File: src/av_pes_deframer_checker_unit_assert.svh
// assertion macros for the av pes deframer checker unit
// expects clk and arst_n in the scope of each use
`ifndef AV_PES_DEFRAMER_CHECKER_UNIT_ASSERT_SVH
`define AV_PES_DEFRAMER_CHECKER_UNIT_ASSERT_SVH

`ifndef SYNTHESIS

// condition implies consequence in the same cycle
`define AVPES_ASSERT_NOW(label, ante, cons) \
	label: assert property (@(posedge clk) disable iff (!arst_n) (ante) |-> (cons)) \
	else $error("avpes assertion failed");

// condition implies consequence in the following cycle
`define AVPES_ASSERT_NEXT(label, ante, cons) \
	label: assert property (@(posedge clk) disable iff (!arst_n) (ante) |=> (cons)) \
	else $error("avpes assertion failed");

`else

`define AVPES_ASSERT_NOW(label, ante, cons)
`define AVPES_ASSERT_NEXT(label, ante, cons)

`endif

`endif

File: src/avpes_pkg.sv
// shared types and constants of the av pes deframer checker
// no dependencies

package avpes_pkg;

	// sync sequence bytes
	localparam logic [7:0] SYNC_A = 8'hAA;
	localparam logic [7:0] SYNC_Z = 8'h00;

	// av marker, swapped bytes 0 and 1 ('A','V'), raw order 'V','A'
	localparam logic [7:0] MARK_A = 8'h41;
	localparam logic [7:0] MARK_V = 8'h56;

	// stream type codes from the frame type byte
	localparam logic [7:0] TYPE_CODE_VIDEO = 8'h01;
	localparam logic [7:0] TYPE_CODE_AUDIO = 8'h02;

	// frame layout: 8 header bytes, payload, 4 trailer bytes
	localparam int unsigned CNT_W          = 17;
	localparam int unsigned HDR_LEN        = 8;
	localparam int unsigned TRAILER_LEN    = 4;
	localparam int unsigned MIN_FRAME_LEN  = 16;
	localparam int unsigned MIN_PAYLOAD    = MIN_FRAME_LEN - HDR_LEN - TRAILER_LEN;
	localparam int unsigned LAST_OFS       = HDR_LEN + TRAILER_LEN - 1;

	// header byte positions
	localparam logic [CNT_W-1:0] IDX_MARK  = CNT_W'(1);
	localparam logic [CNT_W-1:0] IDX_TYPE  = CNT_W'(3);
	localparam logic [CNT_W-1:0] IDX_LEN_L = CNT_W'(6);
	localparam logic [CNT_W-1:0] IDX_LEN_H = CNT_W'(7);
	localparam logic [CNT_W-1:0] IDX_BODY  = CNT_W'(HDR_LEN);

	// register reset value
	localparam logic [15:0] MAX_PAYLOAD_RST = 16'd4096;

	// output queue depth in result pairs (power of two, at least 2)
	localparam int unsigned OUTQ_PAIRS = 2;

	typedef enum logic [2:0] {
		HUNT_A0  = 3'd0,
		HUNT_A1  = 3'd1,
		HUNT_Z   = 3'd2,
		HUNT_A2  = 3'd3,
		IN_FRAME = 3'd4
	} hunt_e_t;

	typedef enum logic [2:0] {
		ST_OK        = 3'd0,
		ST_SHORT     = 3'd1,
		ST_CHECKSUM  = 3'd2,
		ST_LONG      = 3'd3,
		ST_NO_MARKER = 3'd4,
		ST_BAD_TYPE  = 3'd5
	} status_t;

	typedef enum logic [1:0] {
		STYPE_VIDEO   = 2'd0,
		STYPE_AUDIO   = 2'd1,
		STYPE_UNKNOWN = 2'd2
	} stype_t;

	typedef struct packed {
		logic [7:0] data;
		logic       last;
		status_t    status;
		stype_t     stype;
	} result_t;

	// two results caused by one byte, res_a leaves first
	typedef struct packed {
		result_t res_a;
		result_t res_b;
	} pair_t;

endpackage

File: src/av_pes_deframer_checker_unit.sv
// av pes deframer checker: input register, frame parser, result queue
// a byte's results pass through the input register and the result queue before they are offered
// throughput: one input byte per cycle while the queue has room; results leave one per cycle unless out_stall,
// two per odd byte or unpaired last byte; the output queue holds PAIR_DEPTH result pairs;
// a full queue stalls a byte that must push a pair; reset clears sync hunt, frame state and queue;
// max_payload returns to 4096; depends on avpes_pkg, avpes_parse, avpes_outq

module av_pes_deframer_checker_unit import avpes_pkg::*; #(
	parameter int unsigned PAIR_DEPTH = OUTQ_PAIRS
) (
	input  logic        clk,
	input  logic        arst_n,
	input  logic        cfg_we,
	input  logic [15:0] cfg_wdata,
	input  logic        in_valid,
	output logic        in_stall,
	input  logic [7:0]  in_byte,
	output logic        out_valid,
	input  logic        out_stall,
	output logic [7:0]  out_byte,
	output logic        frame_last,
	output logic [2:0]  frame_status,
	output logic [1:0]  stream_type
);

	logic [15:0] max_payload_q;
	logic        valid_s1;
	logic [7:0]  byte_s1;
	logic        push_req, full, step, in_xfer;
	pair_t       pair;
	result_t     out_res;

	// input register advances unless its byte needs queue space that is missing
	assign step     = valid_s1 && !(push_req && full);
	assign in_stall = valid_s1 && !step;
	assign in_xfer  = in_valid && !in_stall;

	// configuration register
	always_ff @(posedge clk or negedge arst_n) begin
		if (!arst_n) begin
			max_payload_q <= MAX_PAYLOAD_RST;
		end else if (cfg_we) begin
			max_payload_q <= cfg_wdata;
		end
	end

	// input stage
	always_ff @(posedge clk or negedge arst_n) begin
		if (!arst_n) begin
			valid_s1 <= 1'b0;
		end else if (in_xfer) begin
			valid_s1 <= 1'b1;
		end else if (step) begin
			valid_s1 <= 1'b0;
		end
	end

	always_ff @(posedge clk) begin
		if (in_xfer) begin
			byte_s1 <= in_byte;
		end
	end

	avpes_parse u_parse (
		.clk         (clk),
		.arst_n      (arst_n),
		.byte_s1     (byte_s1),
		.step        (step),
		.max_payload (max_payload_q),
		.push_req    (push_req),
		.pair        (pair)
	);

	avpes_outq #(
		.PAIR_DEPTH (PAIR_DEPTH)
	) u_outq (
		.clk       (clk),
		.arst_n    (arst_n),
		.push      (step && push_req),
		.push_pair (pair),
		.full      (full),
		.out_valid (out_valid),
		.out_stall (out_stall),
		.out_res   (out_res)
	);

	// result fields
	assign out_byte     = out_res.data;
	assign frame_last   = out_res.last;
	assign frame_status = out_res.status;
	assign stream_type  = out_res.stype;

endmodule

File: src/avpes_parse.sv
// sync hunt, frame parse, checksum and status for one registered byte
// depends on avpes_pkg and the assertion macro header
`include "av_pes_deframer_checker_unit_assert.svh"

module avpes_parse import avpes_pkg::*; (
	input  logic        clk,
	input  logic        arst_n,
	input  logic [7:0]  byte_s1,
	input  logic        step,
	input  logic [15:0] max_payload,
	output logic        push_req,
	output pair_t       pair
);

	hunt_e_t          hunt_q, hunt_nx;
	logic [CNT_W-1:0] byte_count_q;
	logic [15:0]      payload_length_q;
	logic [7:0]       even_xor_q, odd_xor_q;
	logic [7:0]       held_byte_q;
	logic             marker_ok_q;
	logic [7:0]       type_byte_q;

	logic             in_frame, frame_start, odd_idx, last;
	logic [7:0]       even_xor_nx, odd_xor_nx;
	status_t          status;
	stype_t           stype;

	// datapath for the current frame byte
	always_comb begin
		in_frame    = (hunt_q == IN_FRAME);
		frame_start = (hunt_q == HUNT_A2) && (byte_s1 == SYNC_A);
		odd_idx     = byte_count_q[0];
		even_xor_nx = odd_idx ? even_xor_q : (even_xor_q ^ byte_s1);
		odd_xor_nx  = odd_idx ? (odd_xor_q ^ byte_s1) : odd_xor_q;
		last        = (byte_count_q >= IDX_BODY) &&
			(byte_count_q == ({1'b0, payload_length_q} + CNT_W'(LAST_OFS)));

		// status in priority order
		priority if (payload_length_q < 16'(MIN_PAYLOAD)) begin
			status = ST_SHORT;
		end else if ((even_xor_nx | odd_xor_nx) != 8'h00) begin
			status = ST_CHECKSUM;
		end else if (payload_length_q > max_payload) begin
			status = ST_LONG;
		end else if (!marker_ok_q) begin
			status = ST_NO_MARKER;
		end else if ((type_byte_q != TYPE_CODE_VIDEO) && (type_byte_q != TYPE_CODE_AUDIO)) begin
			status = ST_BAD_TYPE;
		end else begin
			status = ST_OK;
		end

		if (type_byte_q == TYPE_CODE_VIDEO) begin
			stype = STYPE_VIDEO;
		end else if (type_byte_q == TYPE_CODE_AUDIO) begin
			stype = STYPE_AUDIO;
		end else begin
			stype = STYPE_UNKNOWN;
		end
	end

	// next hunt state
	always_comb begin
		unique case (hunt_q)
			HUNT_A0:  hunt_nx = (byte_s1 == SYNC_A) ? HUNT_A1 : HUNT_A0;
			HUNT_A1:  hunt_nx = (byte_s1 == SYNC_A) ? HUNT_Z : HUNT_A0;
			HUNT_Z:   hunt_nx = (byte_s1 == SYNC_Z) ? HUNT_A2 : HUNT_A0;
			HUNT_A2:  hunt_nx = (byte_s1 == SYNC_A) ? IN_FRAME : HUNT_A0;
			IN_FRAME: hunt_nx = last ? HUNT_A0 : IN_FRAME;
			default:  hunt_nx = (byte_s1 == SYNC_A) ? HUNT_A1 : HUNT_A0;
		endcase
	end

	// result pair: odd byte pairs with the held byte, unpaired last gets a zero
	always_comb begin
		push_req           = in_frame && (odd_idx || last);
		pair.res_a.data    = odd_idx ? byte_s1 : 8'h00;
		pair.res_a.last    = 1'b0;
		pair.res_a.status  = ST_OK;
		pair.res_a.stype   = STYPE_VIDEO;
		pair.res_b.data    = odd_idx ? held_byte_q : byte_s1;
		pair.res_b.last    = last;
		pair.res_b.status  = last ? status : ST_OK;
		pair.res_b.stype   = last ? stype : STYPE_VIDEO;
	end

	// state registers
	always_ff @(posedge clk or negedge arst_n) begin
		if (!arst_n) begin
			hunt_q           <= HUNT_A0;
			byte_count_q     <= '0;
			payload_length_q <= '0;
			even_xor_q       <= '0;
			odd_xor_q        <= '0;
			held_byte_q      <= '0;
			marker_ok_q      <= 1'b0;
			type_byte_q      <= '0;
		end else if (step) begin
			hunt_q <= hunt_nx;
			if (frame_start) begin
				byte_count_q     <= '0;
				payload_length_q <= '0;
				even_xor_q       <= '0;
				odd_xor_q        <= '0;
				held_byte_q      <= '0;
				marker_ok_q      <= 1'b0;
				type_byte_q      <= '0;
			end else if (in_frame) begin
				byte_count_q <= byte_count_q + CNT_W'(1);
				even_xor_q   <= even_xor_nx;
				odd_xor_q    <= odd_xor_nx;
				if (!odd_idx) begin
					held_byte_q <= byte_s1;
				end
				if (byte_count_q == IDX_MARK) begin
					marker_ok_q <= (held_byte_q == MARK_V) && (byte_s1 == MARK_A);
				end
				if (byte_count_q == IDX_TYPE) begin
					type_byte_q <= byte_s1;
				end
				if (byte_count_q == IDX_LEN_L) begin
					payload_length_q[7:0] <= byte_s1;
				end
				if (byte_count_q == IDX_LEN_H) begin
					payload_length_q[15:8] <= byte_s1;
				end
			end
		end
	end

	// a frame's last byte sends the block back to hunting
	`AVPES_ASSERT_NEXT(a_last_rehunt, step && push_req && pair.res_b.last, hunt_q == HUNT_A0)
	// the byte index never runs past the frame end
	`AVPES_ASSERT_NOW(a_idx_bound, (hunt_q == IN_FRAME) && (byte_count_q >= IDX_BODY),
		byte_count_q <= ({1'b0, payload_length_q} + CNT_W'(LAST_OFS)))

endmodule

File: src/avpes_outq.sv
// output queue of result pairs, delivered one result per transfer
// depends on avpes_pkg and the assertion macro header
`include "av_pes_deframer_checker_unit_assert.svh"

module avpes_outq import avpes_pkg::*; #(
	parameter int unsigned PAIR_DEPTH = OUTQ_PAIRS
) (
	input  logic    clk,
	input  logic    arst_n,
	input  logic    push,
	input  pair_t   push_pair,
	output logic    full,
	output logic    out_valid,
	input  logic    out_stall,
	output result_t out_res
);

	localparam int unsigned PTR_W = $clog2(PAIR_DEPTH);
	localparam int unsigned QCNT_W = $clog2(PAIR_DEPTH + 1);

	pair_t              mem_q [PAIR_DEPTH];
	logic [PTR_W-1:0]   wr_ptr_q, rd_ptr_q;
	logic [QCNT_W-1:0]  count_q;
	logic               half_q;
	logic               pop, pop_pair;
	pair_t              head;

	// head result selection
	always_comb begin
		head      = mem_q[rd_ptr_q];
		out_res   = half_q ? head.res_b : head.res_a;
		out_valid = (count_q != '0);
		full      = (count_q == QCNT_W'(PAIR_DEPTH));
		pop       = out_valid && !out_stall;
		pop_pair  = pop && half_q;
	end

	// pair storage
	always_ff @(posedge clk) begin
		if (push) begin
			mem_q[wr_ptr_q] <= push_pair;
		end
	end

	// pointers and fill count
	always_ff @(posedge clk or negedge arst_n) begin
		if (!arst_n) begin
			wr_ptr_q <= '0;
			rd_ptr_q <= '0;
			count_q  <= '0;
			half_q   <= 1'b0;
		end else begin
			if (push) begin
				wr_ptr_q <= PTR_W'(wr_ptr_q + 1'b1);
			end
			if (pop_pair) begin
				rd_ptr_q <= PTR_W'(rd_ptr_q + 1'b1);
			end
			if (pop) begin
				half_q <= !half_q;
			end
			if (push && !pop_pair) begin
				count_q <= QCNT_W'(count_q + 1'b1);
			end else if (!push && pop_pair) begin
				count_q <= QCNT_W'(count_q - 1'b1);
			end
		end
	end

	// no push into a full queue
	`AVPES_ASSERT_NOW(a_no_overflow, push, !full)
	// fill count stays within the depth
	`AVPES_ASSERT_NOW(a_count_bound, 1'b1, count_q <= QCNT_W'(PAIR_DEPTH))
	// the second half of a pair is only pending while a pair is stored
	`AVPES_ASSERT_NOW(a_half_held, half_q, count_q != '0)

endmodule
File: config.mk
export PLATFORM = sky130hd
export DESIGN_NAME = av_pes_deframer_checker_unit
export DESIGN_NICKNAME = d
export VERILOG_FILES = /design/src/avpes_pkg.sv /design/src/av_pes_deframer_checker_unit.sv /design/src/avpes_parse.sv /design/src/avpes_outq.sv
export VERILOG_INCLUDE_DIRS = /design/src /design/src/src
export SDC_FILE = /design/constraint.sdc
export NUM_CORES = 1
export LEC_CHECK = 0
export ABC_CLOCK_PERIOD_IN_PS = 5940
export BUFFER_PORTS_ARGS = -buffer_cell sky130_fd_sc_hd__buf_2
export CAP_MARGIN = 20
export CORE_ASPECT_RATIO = 0.8
export CORE_MARGIN = 4
export CORE_UTILIZATION = 40
export DETAILED_ROUTE_END_ITERATION = 8
export GPL_ROUTABILITY_DRIVEN = 0
export MAX_ROUTING_LAYER = met4
export PLACE_DENSITY = 0.61
export REMOVE_ABC_BUFFERS = 1
export SYNTH_ARGS = -nofsm -noshare
export SYNTH_HDL_FRONTEND = slang
export SYNTH_SLANG_ARGS = --single-unit
File: constraint.sdc
create_clock -name clk -period 5.94 [get_ports clk]
set_clock_uncertainty 0.1 [all_clocks]
set_input_delay 0.297 -clock clk [delete_from_list [all_inputs] [get_ports clk]]
set_output_delay 0.297 -clock clk [all_outputs]
set_load 0.02 [all_outputs]
# After elaboration in Yosys (flattened, before gate mapping)

Memories as Yosys holds them, arrays and structs flattened.
Cells that the tools add are included.

Word-level logic and storage cells: 127
RAM bits: 44
Memories: 1
Register bits after elaboration: 99
Output and inout port bits: 16
Input bits: 29

Memory list:

| name         | words | bits a word | rd ports | clocked after memory_dff | wr ports | RTL line         | source |
|---|---|---|---|---|---|---|---|
| u_outq.mem_q | 2     | 22          | 1        | 0                        | 1        | avpes_outq.sv:21 | `pair_t mem_q [PAIR_DEPTH];` |

Order comparisons: 3
Muxes and demuxes: 44
Reductions and logical operators: 37
Bitwise logic cells: 3
$add $sub $neg: 6
Equality and inequality tests: 17

Operators by type and width:

| cell                    | count |
|---|---|
| $mux W8                 | 15 |
| $eq A17 B3 Y1 const B   | 2 |
| $mux W17                | 2 |
| $mux W16                | 2 |
| $mux W3                 | 8 |
| $add A16 B4 Y17 const B | 1 |
| $add A17 B1 Y17 const B | 1 |
| $eq A17 B1 Y1 const B   | 1 |
| $eq A17 B17 Y1          | 1 |
| $eq A17 B2 Y1 const B   | 1 |
| $ge A17 B4 Y1 const B   | 1 |
| $eq A8 B7 Y1 const B    | 2 |
| $gt A16 B16 Y1          | 1 |
| $lt A16 B3 Y1 const B   | 1 |
| $reduce_bool A2 Y1      | 8 |
| $xor A8 B8 Y8           | 2 |
| $logic_and A1 B1 Y1     | 14 |
| $mux W14                | 1 |
| $mux W2                 | 7 |
| $pmux W3 S4             | 1 |
| $reduce_and A3 Y1       | 4 |
| $eq A8 B1 Y1 const B    | 1 |
| $eq A8 B2 Y1 const B    | 1 |
| $eq A8 B8 Y1 const B    | 1 |
| other kinds (16)        | 31 |

# Logic depth before layout (Yosys ltp)

Word-level depth: 13
Depth in mapped cells: 14
Gate-level depth less buffers: 14

# Cells and area by module

From an unflattened synthesis, not the netlist that was laid out.

Cell total of the unflattened synthesis: 747
Area, all modules: 8167.8 um2

Modules (own cells, without submodules):

| module                       | sequential area each (um2) | times used | area an instance (um2) | cells each |
|---|---|---|---|---|
| avpes_parse                  | 1726.7                     | 1          | 4926.0                 | 604 |
| avpes_outq                   | 1806.7                     | 1          | 2289.7                 | 93 |
| av_pes_deframer_checker_unit | 666.9                      | 1          | 952.2                  | 50 |

# Least setup slack after synthesis

OpenSTA, ideal clock, no wires.

Path type: reg2reg
From: register u_parse.payload_length_q[0]
To: memory u_outq.mem_q[0][0] (netlist bit) (enable)
Arrival time: 4.421 ns
Cell stages (with the launch flop): 11
Slack: 0.962 ns
Clock period less this slack: 4.978 ns
Data required time: 5.383 ns
Path buffers: 0
Setup time: 0.457 ns
Cell sequence: dfrtp_1 > inv_1 > ha_1 > and2b_1 > o2111ai_4 > or3b_1 > a31oi_1 > o21bai_1 > nor4b_4 > nor2_1 > nor4_1

RTL lines:

| what                     | RTL line           | source |
|---|---|---|
| start: declaration       | avpes_parse.sv:17  | `logic [15:0] payload_length_q;` |
| start signal: assignment | avpes_parse.sv:122 | `payload_length_q[7:0] <= byte_s1;` |
| end: declaration         | avpes_outq.sv:21   |  |

==> results.json <==
{
  "final_antenna_net_count": 0,
  "rsz0062_at_grt": "false",
  "min_path_cells": 3,
  "clockPowerShare_pct": 44.9,
  "hold_start": "cfg_wdata[15]",
  "synth_edf_count": 52,
  "cap_violations": 0,
  "period_needed_ns": 4.38,
  "grt_most_used_layer": "met1",
  "cp.arrival_ns": 4.32,
  "drt_pass1_iterations": 5,
  "layout.nets": 828,
  "fill_cells": 1767,
  "synthFlopType": "dfrtp_1",
  "grt.met3_usage_pct": 3.66,
  "hold_end": "max_payload_q[15]$_DFFE_PN0P_",
  "synthCells": 729,
  "clk_path_buf_depth": 2,
  "htree_levels": 4,
  "hold_ws_ns": 0.0241,
  "drv_slew": 0,
  "post_cts_resize_count": 0,
  "maxSlewHeadroom_pct": 33.5,
  "fmax_ghz": 0.228,
  "hold_viol": 0,
  "p_sw_w": 0.000576,
  "cp-start-kind": "register",
  "syn_avg_cell_area_sq_um": 10.5,
  "dpl.cell_count": 991,
  "place_hpwl_microns": 13200,
  "drive_gt1_share_pct": 15.3,
  "seqPwrFrac_pct": 47.7,
  "drt_first_iter_violations": 608,
  "p_int_w": 0.00169,
  "initial_utilization_pct": 40.6,
  "cp_slowest_cell": "and2_1",
  "vdd_ir_drop_max_v": 0.000159,
  "use_met2_pct": 25.7,
  "grt_use_total_pct": 18.8,
  "synthToLayoutAreaGrowth_pct": 15.9,
  "synth.cell_area_sq_um": 7680,
  "hold_buffers": 25,
  "pin_count": 45,
  "grt_pass1_vias": 5751,
  "diodes": 0,
  "core_region_area_sq_um": 18900,
  "worst_slew_pin_slew_ns": 0.997,
  "routedWlPerCell_microns": 18.4,
  "end_kind": "register",
  "port_buffers": 44,
  "rrSetupSlack_ns": 1.56,
  "seq_area_frac_synth_pct": 50.0,
  "cp_max_fo": 22,
  "root_buffer": "clkbuf_16",
  "antenna_found_initial": 0,
  "grt_pass1_wl_microns": 31200,
  "die_h_microns": 132,
  "path_clk_slew_ns": 0.06,
  "rr_worst_depth": 11,
  "grt_max_degree": 51,
  "cts_num_sinks": 143,
  "status": "completed",
  "cts_buffers": 17,
  "yosys_register_bits": 143,
  "grt.overflow.total": 0,
  "grt_use_met1_pct": 28.3,
  "finalSetupTns_ns": 0,
  "fin_crit_sh_pct": 73.7,
  "hold_class": "input port to register",
  "reg2reg_to": "u_outq.mem_q[1][5]$_DFFE_PP_",
  "finalNonFillerCells": 1048,
  "vias_per_cell": 5.74,
  "vias": 6015,
  "p_comb_share_pct": 7.4,
  "cts_tree": "done",
  "die_x_microns": 163,
  "rr_startpoint": "u_parse.payload_length_q[0]$_DFFE_PN0P_",
  "finalWirelength_microns": 19300,
  "synth_cell_types": 73,
  "crit_type": "register to register",
  "yosys_warnings": 0,
  "p_per_area_nw_per_um2": 255,
  "worst_ep_required_time_ns": 5.88,
  "async_flop_share_pct": 63.6,
  "post-cts-setup-buffer-count": 0,
  "setup_viol": 0,
  "drc": 0,
  "clk_latency_ns": 0.42,
  "swShare_pct": 25.4,
  "slowest_delay_ns": 0.86,
  "path_cells": "inv_1 > ha_1 > and2b_1 > o2111ai_4 > or3b_1 > a31oi_1 > o21bai_1 > nor4b_4 > nor2_1 > nor3_1 > and2_1",
  "fp.dieArea_sq_um": 21500,
  "rows": 45,
  "leakage_nw": 3.92
}
## final cells by class
type	count	area, sq um	area share (%)
Sequential cell	143	3840	43.1
Multi-Input combinational cell	501	3520	39.5
Timing Repair Buffer	75	518	5.82
Clock buffer	18	429	4.82
Tap cell	258	323	3.63
Inverter	39	146	1.64
Clock inverter	14	131	1.48
## Yosys cell counts (all sizes together) (3+ instances only)
library cell  number  area (sq um)
nand4             13          81.3
o21ai             48           240
buf               12          65.1
and2               7          43.8
nor4              13          81.3
a21oi             35           183
a21boi             4          30.0
a32o               4          40.0
and3               7          43.8
mux4               8           180
nand2             75           282
nor2              28           105
nand3             13          65.1
a21o              10          75.1
o211ai             3          22.5
dfrtp             90          2250
a22o              15           131
xor2              17           149
mux2i             12           120
mux2              15           184
nand3b             3          22.5
nor2b             15          93.8
or3                4          30.0
xnor2             18           158
edfxtp            52          1560
a41oi              4          35.0
or2                5          31.3
a31oi             42           278
inv               39           146
ha                22           275
nand4b             5          43.8
nor3              16          80.1
clkbuf            34           128
o21a               4          30.0
## cells in the final DEF (no fill, tap or decap), drive strengths merged, types with 12 or more instances in the layout
cell type | netlist | layout
nor4 | 13 | 13
clkbuf | 34 | 18
nand4 | 13 | 13
a22o | 15 | 15
nor2b | 15 | 15
inv | 39 | 45
edfxtp | 52 | 52
mux2i | 12 | 12
nor3 | 16 | 16
nand3 | 13 | 13
nor2 | 28 | 28
ha | 22 | 22
buf | 12 | 50
dfrtp | 90 | 90
nand2 | 75 | 75
mux2 | 15 | 15
dlygate4sd3 | 0 | 25
a21oi | 35 | 35
o21ai | 48 | 48
xnor2 | 18 | 18
a31oi | 42 | 42
xor2 | 17 | 17
## metal layers
layer / vias up / share of wire (%)
met4: 0 / 1.2
met1: 2978 / 48
li1: 2797 / -
met3: 23 / 7.5
met2: 217 / 43
met5: - / 0
## critical path: cells and delay by family (launching register included)
kind	cells	cell delay (ns)
DFF	1	0.42
AOI/OAI and AO/OA	3	0.53
adders and majority gates	1	0.23
buffers and inverters	1	0.10
and+or+nand+nor	6	2.61
## state kept, by name, summed over array words and instances, names as in the netlist
register / count
u_parse.held_byte_q: 8
u_parse.byte_count_q: 17
u_outq.half_q: 1
u_parse.marker_ok_q: 1
byte_s1: 8
u_outq.rd_ptr_q: 1
valid_s1: 1
u_outq.mem_q: 44
max_payload_q: 16
u_outq.wr_ptr_q: 1
u_parse.payload_length_q: 16
u_parse.type_byte_q: 8
u_parse.odd_xor_q: 8
u_parse.even_xor_q: 8
u_outq.count_q: 2
u_parse.hunt_q: 3
## how the worst max path moves through the flow
stage | depth (start not counted) | start | slack (ns) | end
floorplan | 10 | u_parse.payload_length_q[0]$_DFFE_PN0P_ | 0.94 | u_outq.mem_q[0][0]$_DFFE_PP_
global placement | 11 | u_parse.payload_length_q[0]$_DFFE_PN0P_ | 1.76 | u_outq.mem_q[1][10]$_DFFE_PP_
detailed placement | 11 | u_parse.payload_length_q[0]$_DFFE_PN0P_ | 1.58 | u_outq.mem_q[1][10]$_DFFE_PP_
CTS | 11 | u_parse.payload_length_q[0]$_DFFE_PN0P_ | 1.57 | u_outq.mem_q[1][5]$_DFFE_PP_
global route | 11 | u_parse.payload_length_q[0]$_DFFE_PN0P_ | 1.17 | u_outq.mem_q[1][5]$_DFFE_PP_
finish | 11 | u_parse.payload_length_q[0]$_DFFE_PN0P_ | 1.56 | u_outq.mem_q[1][5]$_DFFE_PP_
## through the flow
stage	utilization [%]	worst slack, ns	cell area [sq um]	total power [W]
finish	47.1	1.56	8900	0.00227
global route	47.1	1.17	8900	0.00236
CTS	47.1	1.57	8900	0.00229
detailed placement	42.8	1.58	8090	0.00126
global placement	42.8	1.76	8090	0.00125
floorplan	-	0.938	7490	0.00118
## logic make-up (layout without fill, tap and decap cells)
group,Yosys count,in the layout,synth area share [%]
flops,143,143,50.0
compound gates,191,191,16.9
fa+ha+maj,22,22,3.58
mux,35,35,6.30
xor+xnor,35,35,3.99
simple gates,218,218,14.9
buf+inv,85,146,4.41
## power groups by stage
stage | clock network [W] | logic, W | registers, W
after detailed placement | 0 | 0.000155 | 0.00110
after floorplan | 0 | 0.0000877 | 0.00109
after CTS | 0.00104 | 0.000169 | 0.00108
after global routing | 0.00108 | 0.000190 | 0.00108
final | 0.00102 | 0.000169 | 0.00108
after global placement | 0 | 0.000150 | 0.00110
(Power assumes the default switching activity.)
